==> config.mk <==
export PLATFORM = sky130hd
export DESIGN_NAME = bpm_ram
export DESIGN_NICKNAME = d
export VERILOG_FILES = /design/src/hw/rtl/bpm_ram.sv
export SDC_FILE = /design/constraint.sdc
export NUM_CORES = 1
export LEC_CHECK = 0
export ABC_CLOCK_PERIOD_IN_PS = 1500
export BUFFER_PORTS_ARGS = -buffer_cell sky130_fd_sc_hd__buf_4
export CORE_MARGIN = 1
export CORE_UTILIZATION = 45
export CTS_CLUSTER_SIZE = 16
export DETAILED_ROUTE_END_ITERATION = 12
export SYNTH_ARGS = -nofsm -noshare
export SYNTH_HDL_FRONTEND = slang
export SYNTH_SLANG_ARGS = --single-unit
==> constraint.sdc <==
create_clock -name clk -period 1.5 [get_ports clk]
set_input_delay 0.15 -clock clk [delete_from_list [all_inputs] [get_ports clk]]
set_output_delay 0.15 -clock clk [all_outputs]
set_load 0.05 [all_outputs]
==> src/hw/rtl/bpm_ram.sv <==
// ---------------------------------------------------------------------------
// Generic single-port-write, single-port-read RAM
// One write and one registered read per cycle.
// ---------------------------------------------------------------------------
module bpm_ram #(
  parameter int WIDTH = 8,
  parameter int DEPTH = 16
) (
  input  logic                     clk,
  input  logic                     wr_en,
  input  logic [$clog2(DEPTH)-1:0] wr_addr,
  input  logic [WIDTH-1:0]         wr_data,
  input  logic [$clog2(DEPTH)-1:0] rd_addr,
  output logic [WIDTH-1:0]         rd_data
);

  logic [WIDTH-1:0] mem [DEPTH];

  // Write port and registered read port.
  always_ff @(posedge clk) begin
    if (wr_en) begin
      mem[wr_addr] <= wr_data;
    end
    rd_data <= mem[rd_addr];
  end

endmodule

---- Yosys cells after proc, flatten, opt, wreduce, memory -nomap -nowiden ----
Memories as Yosys holds them, arrays and structs flattened. A register that Yosys moved wholly into a read port is not among the register bits.
Index checks and enable logic that the tools add are counted.
storage, ports and cells
  word-level logic and storage cells ...... 3
  memory bits (writable) .................. 128
  input bits .............................. 18
  memories ................................ 1
  output and inout port bits .............. 8
  flip-flop bits (word level) ............. 0
memory list
  name  words  width  read ports  clocked after Yosys merged registers in  write ports  RTL line  source
  mem   16     8      1           1                                        1            17        logic [WIDTH-1:0] mem [DEPTH];
cells by class
  muxes and demuxes ....................... 2
operators with widths
  kind              number
  1-bit 2-to-1 mux  2

---- Depth between registers and ports, before layout ----
  word-level depth ........................ 2
  gate-level depth with buffers ........... 5
  depth with buffers taken out ............ 3

---- Worst setup path after synthesis ----
Ideal clock, no wire load.
  path type ............................... input port to flip-flop
  start ................................... in wr_addr[2]
  end ..................................... mem mem[0][0], enable pin
  stages .................................. 2
  data arrival time ....................... 1.260 ns
  setup time .............................. 0.383 ns
  path buffers ............................ 0
  slack ................................... -0.143 ns
  required time ........................... 1.117 ns
  path through ............................ or3b_2 nor3_1
RTL lines
  what                RTL line  source
  start: declaration  11        input logic [$clog2(DEPTH)-1:0] wr_addr,
  end: declaration    17
Straight into the memory's write port.

==> out/results.tsv <==
metric	value	unit
status	completed	
CTS tree	yes	
row count	38	
worst-skew pair later-pin latency	0.41	ns
TritonCTS Buffers	17	
#FFs+latches synth	136	
largest net degree at the start of global routing	17	
final instance area	6309	sq um
# hold bufs at CTS	0	
Post-Layout Cell Count	443	
number of global-route vias before repair	2526	
Initial Util	46.87	%
initial antenna violation count	0	
Worst-Margin Slew	0.7538	ns
Final Max Slew Viols	0	
Comb power frac	5.8	%
internal power	7.215	mW
Min Hold Slack	0.04407	ns
Critical Path Start Type	flip-flop	
clock root buffer	clkbuf_16	
core area	10980	sq um
part of the power in registers	47.4	%
Synth Net Count	247	
CP required	1.79	ns
clk sinks	136	
Storage cell area	4004	sq um
Initial DRC Count	159	
fin crit share	92.73	%
area occupied by multi-input gates	1067	sq um
most frequent cells in the layout	128 x edfxtp_1, 47 x buf_4, 18 x mux4_2	
Lkg Pwr	2.167	nW
final WL	9778	um
clock power share	46.8	%
Hold Vio Cnt, Final	0	
Yosys cell types	19	
fill count	792	
total grt overflow	0	
overall power	9.028	mW
Synth warnings	0	
delay of the slowest critical-path stage	0.53	ns
Achievable Freq	0.7189	GHz
CP arrival	1.68	ns
final worst path period need	1.391	ns
Max clock buf depth	2	
GPL Wtd Cong	0.7995	
sequential fraction of the synthesis area	77.78	%
utilization after layout	57.44	%
HPWL Detailed	6576	um
Net Sw Power	1.814	mW
Top Ports	26	
DRC	0	
max_cap viols	0	
postcts setup bufs	0	
CP max FO	1	
skew final	0.006115	ns
WL per Instance	22.07	um
die height	109.0	um
chip width	109.0	um
Pwr Density	1431	nW/um^2
placement-stage cell area	5694	sq um
final setup fails	0	
Clock Pin Slew Worst Setup and Hold Paths	0.06	ns
Avg Cell Area, Syn	22.48	sq um
routed vias/inst	5.549	
DP Cell Count	411	
H-tree depth	4	
drt first pass iters	4	
area grow syn2layout	22.56	%
fin nets	308	
Die Footprint	11870	sq um
GR Util All Layers	18.33	%
Slew HR	49.64	%
vias after detailed routing	2458	
Peak VDD IR	0.6963	mV
antenna diode count	0	
CP Class	reg2reg	
Post-DRT Antenna Nets	0	
switching share of power	20.09	%
Port-buffer cells	25	
Syn Std Cell Area	5147	sq um
slowest CP cell	mux4_1	
commonest non-fill, non-tap cell in the layout	edfxtp_1	
post_cts resized	0	
critical path cell sequence	mux4_1, a22oi_2, nand2_1	
min-delay worst type	in2reg	
RSZ-0062 raised after global routing	false	
critical path capture point type	flip-flop	
share of layout cells above drive strength 1	33.33	%
Cells after Synth	229	
first-pass GRT wire length	14690	um
-- cell type report --
type                            instances  area share (%)
Timing Repair Buffer                   52           7.180
Sequential cell                       136           63.47
Multi-Input combinational cell         83           16.92
Clock buffer                           17           6.743
Tap cell                              140           2.777
Clock inverter                         15           2.916
-- worst paths after layout --
check	end	cells past startpoint	slack (ns)	from
setup / recovery	rd_data[2]	3	0.11	mem[1][2]
hold reg to reg	rd_data[2]	3	0.68	mem[11][2]
hold / removal	mem[7][4]	1	0.04	wr_data[4]
setup reg to reg	rd_data[2]	3	0.11	mem[1][2]
-- through the flow --
| step | setup WS, ns | setup TNS (ns) |
|---|---|---|
| final | 0.1090 | 0 |
| after floorplan | 0.08385 | 0 |
| after detailed placement | -0.09087 | -0.1343 |
| after global routing | 0.05467 | 0 |
| after CTS | 0.05132 | 0 |
| after global placement | -0.08084 | -0.09451 |
-- metal layers --
metal | vias to the layer above | global-route usage (%) | share of wire (%)
li1 | 1098 | - | -
met1 | 1297 | 24.64 | 45
met2 | 52 | 28.75 | 50
met3 | 11 | 4.363 | 3.8
met4 | 0 | 7.819 | 1.3
met5 | - | 0 | 0
-- synth_stat cells --
master / n / area [sq um]
buf_6: 3 / 33.78
dfxtp_1: 8 / 160.2
mux4_2: 18 / 405.4
a22oi_1: 16 / 120.1
nand3_1: 1 / 5.000
buf_4: 1 / 7.510
buf_2: 3 / 15.01
nand3b_1: 2 / 15.01
edfxtp_1: 128 / 3844
and2b_1: 1 / 7.510
or3b_2: 1 / 8.760
mux4_1: 14 / 367.9
nor2b_1: 1 / 6.260
nor3_1: 4 / 20.02
and2_1: 1 / 6.260
nor2_1: 13 / 48.80
nand2b_1: 2 / 12.51
nand2_1: 9 / 33.78
clkdlybuf4s25_2: 3 / 30.03
-- worst max-delay path, delay by kind of cell, from the launching register on --
kind               cells  cell delay (ns)
muxes                  1             0.53
DFF                    1             0.37
AOI/OAI and AO/OA      1             0.28
and+or+nand+nor        1             0.09
-- cell families after synthesis --
group	after synthesis	synth area share [%]
AO/OA/AOI/OAI	16	2.334
buffers and inverters	10	1.677
flip-flops	136	77.78
multiplexers	32	15.02
AND/OR/NAND/NOR	35	3.184
-- flip-flops by register name, indices dropped and copies added, names as in the netlist --
| name | count |
|---|---|
| mem | 128 |
| rd_data | 8 |
-- power by group through the flow --
stage	registers, mW	clock network (mW)	logic (mW)
2_1_floorplan	4.43	0	0.216
3_3_place_gp	4.35	0	0.523
3_5_place_dp	4.36	0	0.531
4_1_cts	4.28	4.27	0.533
5_1_grt	4.28	4.45	0.562
6_report	4.28	4.23	0.526
Note: power is estimated with default switching activity, not from simulation.
